`src/sv/als_pkg.sv`:
```
`timescale 1ns / 1ps

package als_pkg;

  localparam int COUNT_W = 16;
  localparam int LUX_W   = 20;
  localparam int CH_FRAC_BITS    = 10;
  localparam int RATIO_FRAC_BITS = 9;
  localparam int LUX_FRAC_BITS   = 14;

  // count scale: 15-bit base, times 16 at low gain
  localparam int SCALE_W = 19;
  // scaled channel value: count * scale >> CH_FRAC_BITS
  localparam int CH_W    = COUNT_W + SCALE_W - CH_FRAC_BITS;
  // segment coefficient width
  localparam int COEF_W  = 10;
  // lux product width
  localparam int PROD_W  = CH_W + COEF_W;

  localparam logic [SCALE_W-1:0] SCALE_SHORT   = 19'h07517;
  localparam logic [SCALE_W-1:0] SCALE_MEDIUM  = 19'h00fe7;
  localparam logic [SCALE_W-1:0] SCALE_NOMINAL = 19'h00400;

  localparam logic [1:0] IT_SHORT  = 2'd0;
  localparam logic [1:0] IT_MEDIUM = 2'd1;
  localparam logic [1:0] IT_RESET  = 2'd2;

  // configuration register indexes
  localparam logic [0:0] REG_INTEG_TIME = 1'b0;
  localparam logic [0:0] REG_GAIN_HIGH  = 1'b1;

  localparam int SEGMENTS = 8;
  localparam int SEG_W    = 3;
  // last segment (zero coefficients) also serves ratios beyond every breakpoint
  localparam logic [SEG_W-1:0] SEG_NONE = 3'd7;

  localparam logic [COEF_W:0] SEG_BREAK [SEGMENTS] = '{
    11'h040, 11'h080, 11'h0c0, 11'h100, 11'h138, 11'h19a, 11'h29a, 11'h29a
  };
  localparam logic [COEF_W-1:0] SEG_B [SEGMENTS] = '{
    10'h1f2, 10'h214, 10'h23f, 10'h270, 10'h16f, 10'h0d2, 10'h018, 10'h000
  };
  localparam logic [COEF_W-1:0] SEG_M [SEGMENTS] = '{
    10'h1be, 10'h2d1, 10'h37b, 10'h3fe, 10'h1fc, 10'h0fb, 10'h012, 10'h000
  };

endpackage

```
`src/sv/als_scale.sv`:
```
`timescale 1ns / 1ps

module als_scale (
  input  logic                           clk,
  input  logic                           rst,
  input  logic                           adv,
  input  logic                           in_valid,
  input  logic [1:0]                     integration_time,
  input  logic                           gain_high,
  input  logic [als_pkg::COUNT_W-1:0]    broadband_count,
  input  logic [als_pkg::COUNT_W-1:0]    infrared_count,
  output logic                           out_valid,
  output logic [als_pkg::CH_W-1:0]       ch0,
  output logic [als_pkg::CH_W-1:0]       ch1
);

  localparam int MUL_W = als_pkg::COUNT_W + als_pkg::SCALE_W;

  logic [als_pkg::SCALE_W-1:0] base;
  logic [als_pkg::SCALE_W-1:0] scale;
  logic [als_pkg::COUNT_W+als_pkg::SCALE_W-1:0] prod0;
  logic [als_pkg::COUNT_W+als_pkg::SCALE_W-1:0] prod1;

  always_comb begin
    case (integration_time)
      als_pkg::IT_SHORT:  base = als_pkg::SCALE_SHORT;
      als_pkg::IT_MEDIUM: base = als_pkg::SCALE_MEDIUM;
      default:            base = als_pkg::SCALE_NOMINAL;
    endcase
    scale = gain_high ? base : (base << 4);
    prod0 = MUL_W'(broadband_count) * MUL_W'(scale);
    prod1 = MUL_W'(infrared_count) * MUL_W'(scale);
  end

  always_ff @(posedge clk) begin
    if (rst) begin
      out_valid <= 1'b0;
    end else if (adv) begin
      out_valid <= in_valid;
    end
  end

  always_ff @(posedge clk) begin
    if (adv && in_valid) begin
      ch0 <= prod0[als_pkg::COUNT_W+als_pkg::SCALE_W-1:als_pkg::CH_FRAC_BITS];
      ch1 <= prod1[als_pkg::COUNT_W+als_pkg::SCALE_W-1:als_pkg::CH_FRAC_BITS];
    end
  end

endmodule

```
`src/sv/als_seg.sv`:
```
`timescale 1ns / 1ps

// Segment pick without a divide: rounded ratio <= brk holds exactly when
// ch1 << 10 < (2*brk + 1) * ch0. A zero ch0 matches no segment, which
// gives zero coefficients and zero lux, as the first segment would.
module als_seg (
  input  logic                         clk,
  input  logic                         rst,
  input  logic                         adv,
  input  logic                         in_valid,
  input  logic [als_pkg::CH_W-1:0]     in_ch0,
  input  logic [als_pkg::CH_W-1:0]     in_ch1,
  output logic                         out_valid,
  output logic [als_pkg::CH_W-1:0]     ch0,
  output logic [als_pkg::CH_W-1:0]     ch1,
  output logic [als_pkg::SEG_W-1:0]    seg
);

  localparam int CMP_W = als_pkg::CH_W + als_pkg::COEF_W + 1;

  logic [CMP_W-1:0]             lhs;
  logic [CMP_W-1:0]             rhs [als_pkg::SEGMENTS-1];
  logic [als_pkg::SEGMENTS-2:0] hit;
  logic [als_pkg::SEG_W-1:0]    seg_next;

  always_comb begin
    lhs = {1'b0, in_ch1, {(als_pkg::RATIO_FRAC_BITS + 1){1'b0}}};
    for (int i = 0; i < als_pkg::SEGMENTS - 1; i++) begin
      rhs[i] = CMP_W'(in_ch0) * CMP_W'({als_pkg::SEG_BREAK[i][als_pkg::COEF_W-1:0], 1'b1});
      hit[i] = lhs < rhs[i];
    end
    seg_next = als_pkg::SEG_NONE;
    for (int i = als_pkg::SEGMENTS - 2; i >= 0; i--) begin
      if (hit[i]) begin
        seg_next = i[als_pkg::SEG_W-1:0];
      end
    end
  end

  always_ff @(posedge clk) begin
    if (rst) begin
      out_valid <= 1'b0;
    end else if (adv) begin
      out_valid <= in_valid;
    end
  end

  always_ff @(posedge clk) begin
    if (adv && in_valid) begin
      ch0 <= in_ch0;
      ch1 <= in_ch1;
      seg <= seg_next;
    end
  end

  a_zero_ch0_no_seg: assert property (@(posedge clk) disable iff (rst)
    (out_valid && ch0 == '0) |-> (seg == als_pkg::SEG_NONE))
    else $error("zero broadband picked a live segment");

endmodule

```
`src/sv/als_lux.sv`:
```
`timescale 1ns / 1ps

module als_lux (
  input  logic                         clk,
  input  logic                         rst,
  input  logic                         adv_prod,
  input  logic                         adv_out,
  input  logic                         in_valid,
  input  logic [als_pkg::CH_W-1:0]     ch0,
  input  logic [als_pkg::CH_W-1:0]     ch1,
  input  logic [als_pkg::SEG_W-1:0]    seg,
  output logic                         prod_valid,
  output logic                         out_valid,
  output logic [als_pkg::LUX_W-1:0]    lux
);

  localparam int MUL_W = als_pkg::PROD_W;
  localparam int ACC_W = als_pkg::PROD_W + 1;
  localparam int SHR_W = ACC_W - als_pkg::LUX_FRAC_BITS;

  logic [als_pkg::PROD_W-1:0] pos;
  logic [als_pkg::PROD_W-1:0] neg;
  logic [als_pkg::PROD_W-1:0] diff;
  logic [ACC_W-1:0]           acc;
  logic [SHR_W-1:0]           shr;
  logic [als_pkg::LUX_W-1:0]  lux_next;

  // stage 3: the two coefficient products
  always_ff @(posedge clk) begin
    if (rst) begin
      prod_valid <= 1'b0;
    end else if (adv_prod) begin
      prod_valid <= in_valid;
    end
  end

  always_ff @(posedge clk) begin
    if (adv_prod && in_valid) begin
      pos <= MUL_W'(ch0) * MUL_W'(als_pkg::SEG_B[seg]);
      neg <= MUL_W'(ch1) * MUL_W'(als_pkg::SEG_M[seg]);
    end
  end

  // stage 4: clamp, round, saturate
  always_comb begin
    diff = (pos > neg) ? (pos - neg) : '0;
    acc  = {1'b0, diff} + (ACC_W'(1) << (als_pkg::LUX_FRAC_BITS - 1));
    shr  = acc[ACC_W-1:als_pkg::LUX_FRAC_BITS];
    if (shr > SHR_W'({als_pkg::LUX_W{1'b1}})) begin
      lux_next = '1;
    end else begin
      lux_next = shr[als_pkg::LUX_W-1:0];
    end
  end

  always_ff @(posedge clk) begin
    if (rst) begin
      out_valid <= 1'b0;
    end else if (adv_out) begin
      out_valid <= prod_valid;
    end
  end

  always_ff @(posedge clk) begin
    if (adv_out && prod_valid) begin
      lux <= lux_next;
    end
  end

  a_dead_seg_zero: assert property (@(posedge clk) disable iff (rst)
    (adv_prod && in_valid && seg == als_pkg::SEG_NONE) |=> (pos == '0 && neg == '0))
    else $error("out-of-range segment left nonzero products");

endmodule

```
`src/sv/ambient_light_lux_calc_core.sv`:
```
`timescale 1ns / 1ps

// Lux calculator for a two-channel (broadband / infrared) photodiode sensor.
// Input stream: s_tvalid/s_tready/s_tdata carries one pair of raw counts per
// item. Output stream: m_tvalid/m_tready/m_tdata carries one lux value per
// input item, in order.
// Configuration: cfg_we writes cfg_data into register cfg_index
// (0: integration time code, 1: high gain flag). Write only while the block
// holds no item.
// Pipeline: four register stages (count scaling, segment pick by constant
// multiply-compare, coefficient products, clamp/round). An item passes them
// in that order and m_tvalid rises when it reaches the clamp/round register;
// one item per cycle is accepted as long as m_tready stays high.
// Back-pressure: when m_tready is low, stages fill up behind the output
// register; s_tready drops only once every stage holds an item. Nothing is
// dropped or repeated.
// Reset (rst, synchronous): empties the pipeline and sets integration time to
// nominal and gain to 1x.
module ambient_light_lux_calc_core (
  input  logic        clk,
  input  logic        rst,
  input  logic        cfg_we,
  input  logic [0:0]  cfg_index,
  input  logic [1:0]  cfg_data,
  input  logic        s_tvalid,
  output logic        s_tready,
  input  logic [31:0] s_tdata,   // [15:0] broadband_count, [31:16] infrared_count
  output logic        m_tvalid,
  input  logic        m_tready,
  output logic [23:0] m_tdata    // [19:0] lux, [23:20] zero
);

  logic [1:0] integration_time;
  logic       gain_high;

  logic en1, en2, en3, en4;
  logic v1, v2, v3;

  logic [als_pkg::CH_W-1:0]  s1_ch0, s1_ch1, s2_ch0, s2_ch1;
  logic [als_pkg::SEG_W-1:0] s2_seg;
  logic [als_pkg::LUX_W-1:0] lux;

  always_ff @(posedge clk) begin
    if (rst) begin
      integration_time <= als_pkg::IT_RESET;
      gain_high        <= 1'b0;
    end else if (cfg_we) begin
      unique case (cfg_index)
        als_pkg::REG_INTEG_TIME: integration_time <= cfg_data;
        als_pkg::REG_GAIN_HIGH:  gain_high        <= cfg_data[0];
      endcase
    end
  end

  // a stage moves when it is empty or the next one moves
  assign en4 = !m_tvalid || m_tready;
  assign en3 = !v3 || en4;
  assign en2 = !v2 || en3;
  assign en1 = !v1 || en2;
  assign s_tready = en1;

  als_scale u_scale (
    .clk              (clk),
    .rst              (rst),
    .adv              (en1),
    .in_valid         (s_tvalid),
    .integration_time (integration_time),
    .gain_high        (gain_high),
    .broadband_count  (s_tdata[15:0]),
    .infrared_count   (s_tdata[31:16]),
    .out_valid        (v1),
    .ch0              (s1_ch0),
    .ch1              (s1_ch1)
  );

  als_seg u_seg (
    .clk       (clk),
    .rst       (rst),
    .adv       (en2),
    .in_valid  (v1),
    .in_ch0    (s1_ch0),
    .in_ch1    (s1_ch1),
    .out_valid (v2),
    .ch0       (s2_ch0),
    .ch1       (s2_ch1),
    .seg       (s2_seg)
  );

  als_lux u_lux (
    .clk        (clk),
    .rst        (rst),
    .adv_prod   (en3),
    .adv_out    (en4),
    .in_valid   (v2),
    .ch0        (s2_ch0),
    .ch1        (s2_ch1),
    .seg        (s2_seg),
    .prod_valid (v3),
    .out_valid  (m_tvalid),
    .lux        (lux)
  );

  assign m_tdata = {4'b0, lux};

  a_full_blocks_input: assert property (@(posedge clk) disable iff (rst)
    (v1 && v2 && v3 && m_tvalid && !m_tready) |-> !s_tready)
    else $error("input taken while every stage is full and stalled");

  a_reset_empties: assert property (@(posedge clk)
    rst |=> (!m_tvalid && !v1 && !v2 && !v3))
    else $error("pipeline not empty after reset");

  a_free_takes_input: assert property (@(posedge clk) disable iff (rst)
    (!v1 || m_tready) |-> s_tready)
    else $error("input stalled with room in the pipeline");

endmodule

```
`config.mk`:
```
export PLATFORM = sky130hd
export DESIGN_NAME = ambient_light_lux_calc_core
export DESIGN_NICKNAME = d
export VERILOG_FILES = /design/src/sv/als_pkg.sv /design/src/sv/als_scale.sv /design/src/sv/als_seg.sv /design/src/sv/als_lux.sv /design/src/sv/ambient_light_lux_calc_core.sv
export SDC_FILE = /design/constraint.sdc
export NUM_CORES = 2
export LEC_CHECK = 0
export BUFFER_PORTS_ARGS = -buffer_cell sky130_fd_sc_hd__buf_2
export CORE_MARGIN = 2
export CORE_UTILIZATION = 30
export DETAILED_ROUTE_END_ITERATION = 6
export GPL_TIMING_DRIVEN = 0
export SLEW_MARGIN = 20
export SYNTH_ARGS = -nofsm -noshare
export SYNTH_HDL_FRONTEND = slang
export SYNTH_SLANG_ARGS = --single-unit
```
`constraint.sdc`:
```
create_clock -name clk -period 8.2 [get_ports clk]
set_input_delay 0 -clock clk [delete_from_list [all_inputs] [get_ports clk]]
set_output_delay 0 -clock clk [all_outputs]
set_load 0.05 [all_outputs]
```
After elaboration in Yosys (flattened, before gate mapping)
Memory sizes are Yosys's and may differ from the RTL's.
Index checks and enable logic that the tools add are counted.
- bitwise logic cells: 2
- multiplexer cells: 13
- add/sub/neg operators: 2
- equality and inequality tests: 1
- reduce and logical (&&, ||, !) cells: 17
- magnitude comparators: 10
- multiply operators: 11
- operator list (operator ; number):
    less-than comparator 35 bit ; 3
    multiplier 25 x 10 -> 35 bit (second input constant) ; 3
    less-than comparator 35 x 34 -> 1 bit ; 2
    multiplier 16 x 19 -> 35 bit ; 2
    multiplier 25 x 10 -> 35 bit ; 2
    multiplier 25 x 9 -> 34 bit (second input constant) ; 2
    2-to-1 mux 10 bit ; 4
    adder 35 x 14 -> 36 bit (second input constant) ; 1
    less-than comparator 35 x 36 -> 1 bit ; 1
    multiplier 25 x 11 -> 36 bit (second input constant) ; 1
    greater-than comparator 35 bit ; 1
    less-than comparator 35 x 33 -> 1 bit ; 1
    2-to-1 mux 35 bit ; 1
    subtractor 35 bit ; 1
    multiplier 25 x 8 -> 33 bit (second input constant) ; 1
    case mux 15 bit (2 select lines) ; 1
    greater-than comparator 22 x 20 -> 1 bit (second input constant) ; 1
    2-to-1 mux 19 bit ; 1
    2-to-1 mux 2 bit ; 4
    >= comparator 4 bit (second input constant) ; 1
    logical AND 1 bit ; 4
    logical NOT 1 bit ; 4
    logical OR 1 bit ; 4
    NOT 3 -> 4 bit ; 1
    7 further kinds ; 9
- output and inout bits: 26
- bits in read-only memories: 160
- memories kept: 2
- bits in registers: 200
- memories (memory ; depth ; bits a word ; rd ports ; clocked after memory_dff ; wr ports ; line ; text):
    (no name shown) ; 8 ; 10 ; 1 ; 0 ; 0 ; als_lux.sv:39 ; pos <= MUL_W'(ch0) * MUL_W'(als_pkg::SEG_B[seg]);
    (no name shown) ; 8 ; 10 ; 1 ; 0 ; 0 ; als_lux.sv:40 ; neg <= MUL_W'(ch1) * MUL_W'(als_pkg::SEG_M[seg]);

Depth between registers and ports, before layout
- word-level depth: 8
- mapped depth: 33
- depth with buffers taken out: 33

Hierarchy
Synthesis repeated with hierarchy kept, for this count alone.
- cell total of the unflattened synthesis: 7009
- area, all modules: 65306.4 um^2
- by module, submodules not included (module ; cells each ; area an instance (um^2) ; sequential area each (um^2) ; times used):
    als_seg ; 2737 ; 24970.2 ; 1611.5 ; 1
    als_lux ; 2166 ; 20529.7 ; 2742.6 ; 1
    als_scale ; 2083 ; 19615.1 ; 1521.5 ; 1
    ambient_light_lux_calc_core ; 23 ; 191.4 ; 60.1 ; 1

Worst setup path after synthesis
Ideal clock, no wire load.
- path kind: flip-flop to flip-flop
- from: reg gain_high
- to: reg u_scale.ch1[24] in the netlist's numbering, data pin
- period minus slack after synthesis: 7498 ps
- setup slack: 702 ps
- setup time: 266 ps
- arrival time: 7232 ps
- cell stages (with the launch flop): 28
- required time: 7934 ps
- cells stage by stage: dfxtp_1 -> clkbuf_1 -> clkinv_1 -> o21ai_1 -> and2_0 -> clkbuf_1 -> nand2_1 -> fa_1 -> inv_1 -> fa_1 -> inv_1 -> fa_1 -> fa_1 -> fa_1 -> inv_1 -> fa_1 -> ha_1 -> a21o_1 -> a21oi_1 -> nor2b_1 -> a2111o_1 -> o221ai_1 -> o21ai_0 -> o41ai_1 -> nand4b_1 -> nand2_1 -> o41ai_1 -> xnor2_1
- longest elaborated chain between the ends: 2
- RTL lines (item ; line ; text):
    start, declared ; ambient_light_lux_calc_core.sv:34 ; logic gain_high;
    start signal, assigned ; ambient_light_lux_calc_core.sv:50 ; als_pkg::REG_GAIN_HIGH: gain_high <= cfg_data[0];
    2-to-1 mux 19 bit ; als_scale.sv:30 ; scale = gain_high ? base : (base << 4);
    multiplier 16 x 19 -> 35 bit ; als_scale.sv:32 ; prod1 = MUL_W'(infrared_count) * MUL_W'(scale);
    net u_scale.prod1, one bit ; als_scale.sv:22 ; logic [als_pkg::COUNT_W+als_pkg::SCALE_W-1:0] prod1;
    end signal, assigned ; als_scale.sv:46 ; ch1 <= prod1[als_pkg::COUNT_W+als_pkg::SCALE_W-1:als_pkg::CH_FRAC_BITS];
    end, declared ; als_scale.sv:14 ; output logic [als_pkg::CH_W-1:0] ch1
The timed path passes the listed nets, and every way through them passes these cells.
A chain may end at the register's enable or synchronous reset.

Final worst setup path
- from: reg u_seg.seg[2] in the netlist's numbering
- to: reg u_lux.pos[32] in the netlist's numbering, data pin
- longest elaborated chain between the ends: 5
- RTL lines (item ; line ; text):
    start, declared ; als_seg.sv:16 ; output logic [als_pkg::SEG_W-1:0] seg
    start signal, assigned ; als_seg.sv:52 ; seg <= seg_next;
    NOT 3 -> 4 bit (not written as such) ; als_lux.sv:39 ;
    memory (8 x 10 bit) ; -- ;
    2-to-1 mux 10 bit (not written as such) (2 in series) ; als_lux.sv:39 ;
    multiplier 25 x 10 -> 35 bit ; als_lux.sv:39 ;
    end signal, assigned ; als_lux.sv:39 ;
    end, declared ; als_lux.sv:21 ; logic [als_pkg::PROD_W-1:0] pos;
Every way passes these cells. The select of a mux whose other input is x is not followed.

==> flow_summary.yaml <==
status:
  status: "complete, no violations"
clock_network:
  clock-root-buffer: "clkbuf_16"
  clkLatencyLatePin_ns: 0.57
  cts_tree: "yes"
  h-tree-depth: 4
  cts_made_buffers: 17
  cts_sinks: 200
  path_clk_slew_ns: 0.10
  clock_path_buffers: 2
yosys:
  yosys-top-cells-area: "fa_1 33%, ha_1 22%, edfxtp_1 9.0%, inv_1 8.3%, and2_1 3.6%"
  synth_top_area_share_pct: 32.5
  synth_compound_area_share_pct: 9.06
  synthSimpleGateAreaFrac_pct: 13.2
  synth_common_cells: "1410 x inv_1, 1138 x ha_1, 1041 x fa_1, 580 x nand2_1, 366 x and2_1"
  yosysMostFrequentCell: "inv_1"
  ys.warnings.count: 0
  synth_xor_area_share_pct: 4.29
  yosys.cell_types.count: 96
  netlist_instances: 6818
  async_flop_share_pct: 0
  synth_fa_ha_area_share_pct: 54.8
  synthMuxAreaShare_pct: 0.0899
  synth_flop_cell: "edfxtp_1"
  synth_area_per_cell_sq_um: 9.39
  ys_ff_latch: 200
  ys_seq_area_share_pct: 9.27
  synth_top_family_by_area: "adder cells"
  yosys.area.top_type: "fa_1"
  synth_edf_count: 193
  synth_area_sq_um: 64000
run:
  drv_cap: 0
timing:
  max_freq_mhz: 126
  tightest_slew_ns: 1.22
  period_minus_slack_ns: 7.94
  slew_headroom_pct: 18.7
  fin_crit_sh_pct: 96.8
  finalHoldViolations: 0
  setup_violations: 0
  skew_ns: 0.0305
  rsz0062_at_grt: "true"
  tns_ns: 0
  slew_viol_final: 0
worst_setup_path:
  timing.rr.start: "u_seg.seg[2]$_SDFFCE_PP0P_"
  startpoint_type: "register"
  r2r_slack_ns: 0.26
  crit_slowest_cell: "edfxtp_1"
  arrival_ns: 8.26
  slowest_delay_ns: 0.57
  crit_fanout: 10
  crit_end: "u_lux.pos[32]$_DFFE_PP_"
  worstPathRequired_ns: 8.52
  crit_path_end_kind: "register"
  cp_top_family: "adder cells"
  cp_cell_sequence: "inv_1 -> nor2_1 -> a21oi_2 -> clkbuf_1 -> nand2_1 -> fa_1 -> inv_1 -> fa_1 -> inv_1 -> fa_1 -> inv_1 -> fa_1 -> fa_1 -> ha_1 -> a21oi_1 -> nor2b_1 -> a211o_1 -> a211o_1 -> a31oi_1 -> o21ai_0 -> a211oi_1 -> o21bai_1 -> a21oi_1 -> xnor2_1"
  crit_type: "reg2reg"
  critPathMostFrequentCell: "fa_1"
  reg2reg_to: "u_lux.pos[32]$_DFFE_PP_"
  worst-path-buf-inv: 5
  cp-startpoint: "u_seg.seg[2]$_SDFFCE_PP0P_"
  worstSetupPathDepth: 24
  r2r_cells: 24
global_route:
  grt_overflow_total: 0
  antenna_found_initial: 4
  grt_pass1_vias: 50600
  grt_pass1_wl_um: 279000
  grt.total_usage_pct: 16.4
  grt_max_degree: 31
floorplanning:
  io_pins: 66
  dieArea_sq_um: 217000
  die_h_um: 466
  rows: 169
  initial_core_util_pct: 30.2
  fp.coreArea_sq_um: 212000
  die_w_um: 466
routing:
  totalWireLength_um: 177000
  routed_via_density: 4.85
  antenna_left: 0
  first_iter_violations: 2862
  first_pass_iters: 7
  drcViolationCount: 0
  vias: 47600
  wl_per_cell_um: 18.0
placed_design:
  port_buffers: 52
  hpwl_um: 147000
  gp_congestion: 0.933
  placed_area_sq_um: 68200
finish:
  final_cell_area_sq_um: 69900
  utilization_pct: 33.0
  finalNetCount: 9199
  syn_to_final_growth_pct: 9.18
  drive_above_1_share_pct: 4.90
worst_hold_path:
  hold_path.class: "in2reg"
[placed cells by master (no fill, tap or decap), drive strengths merged, types with 97 or more instances in the layout]
master  instances
fa           1041
xnor2         181
a21o          134
xor2          133
nor2          203
buf           173
clkbuf        134
nor2b          97
o21ai         163
nand2         580
and2          367
a21oi         254
inv          1414
ha           1138
edfxtp        193
[state kept, by name, summed over array words and instances (netlist names), 2 cells and up]
| name | flops |
|---|---|
| u_seg.ch0 | 25 |
| u_lux.pos | 35 |
| integration_time | 2 |
| u_lux.lux | 20 |
| u_scale.ch0 | 25 |
| u_scale.ch1 | 25 |
| u_seg.ch1 | 25 |
| u_seg.seg | 3 |
| u_lux.neg | 35 |
[cells by family after synthesis]
family,count (synthesis)
buf+inv,1575
xor+xnor,314
simple gates,1672
compound gates,872
fa+ha+maj,2179
other cells,1
flops,200
mux,5
[final cells by class]
| cell class | instances | area [sq um] |
|---|---|---|
| antenna | 3 | 7.51 |
| buffer | 158 | 706 |
| clock buffer | 17 | 425 |
| clock inverter | 15 | 223 |
| fill | 21800 | 142000 |
| inverter | 1411 | 5320 |
| multi-input combinational | 5046 | 52600 |
| sequential | 200 | 5940 |
| tap | 2821 | 3530 |
| timing repair buffer | 146 | 1190 |
[worst reg2reg max path, stage by stage, from the launching register on]
cell	delay, ns
edfxtp_1	0.57
inv_1	0.25
nor2_1	0.18
a21oi_2	0.55
clkbuf_1	0.48
nand2_1	0.16
fa_1	0.56
inv_1	0.05
fa_1	0.49
inv_1	0.05
fa_1	0.52
inv_1	0.05
fa_1	0.51
fa_1	0.42
ha_1	0.35
a21oi_1	0.24
nor2b_1	0.09
a211o_1	0.34
a211o_1	0.28
a31oi_1	0.34
o21ai_0	0.19
a211oi_1	0.50
o21bai_1	0.12
a21oi_1	0.19
xnor2_1	0.25
[stage by stage]
step / hold WS, ns / setup slack, ns / cells
final: 0.298 / 0.260 / 9817
after global routing: 0.329 / -0.0560 / 9814
after CTS: 0.269 / -0.0480 / 9791
after detailed placement: 0.266 / -1.21 / 9706
after global placement: 0.256 / -1.54 / 9694
after floorplan: 0.0691 / 0.702 / 6821
[per-layer routing]
metal | wire length, um | up-vias | GRT usage (%)
met3 | 8250 | 311 | 1.91
met4 | 7470 | 0 | 6.66
met2 | 84400 | 1207 | 28.0
met5 | 0 | - | 0
li1 | - | 22300 | -
met1 | 77000 | 23800 | 21.1
[repair_timing]
item / CTS / global route
buffers inserted: 42 / 25
endpoints found under the setup margin: 46 / 22
resized for setup: 62 / 103
hold buffers: 14 / 0
pin swaps: 1 / 14
hold endpoints to repair: 14 / 0
gates cloned: 0 / 0
[worst min path at each step]
stage                                                  end  depth (start not counted)   startpoint
after global routing                gain_high$_SDFFE_PP0P_                          5       cfg_we
after floorplan                     gain_high$_SDFFE_PP0P_                          1          rst
final                               gain_high$_SDFFE_PP0P_                          5       cfg_we
after global placement    integration_time[0]$_SDFFE_PP0P_                          3  cfg_data[0]
after detailed placement  integration_time[0]$_SDFFE_PP0P_                          3  cfg_data[0]
after CTS                           gain_high$_SDFFE_PP0P_                          5       cfg_we
Power is not shown: default switching activity piles up to over one toggle a cycle in this logic, so the estimate is an artifact.
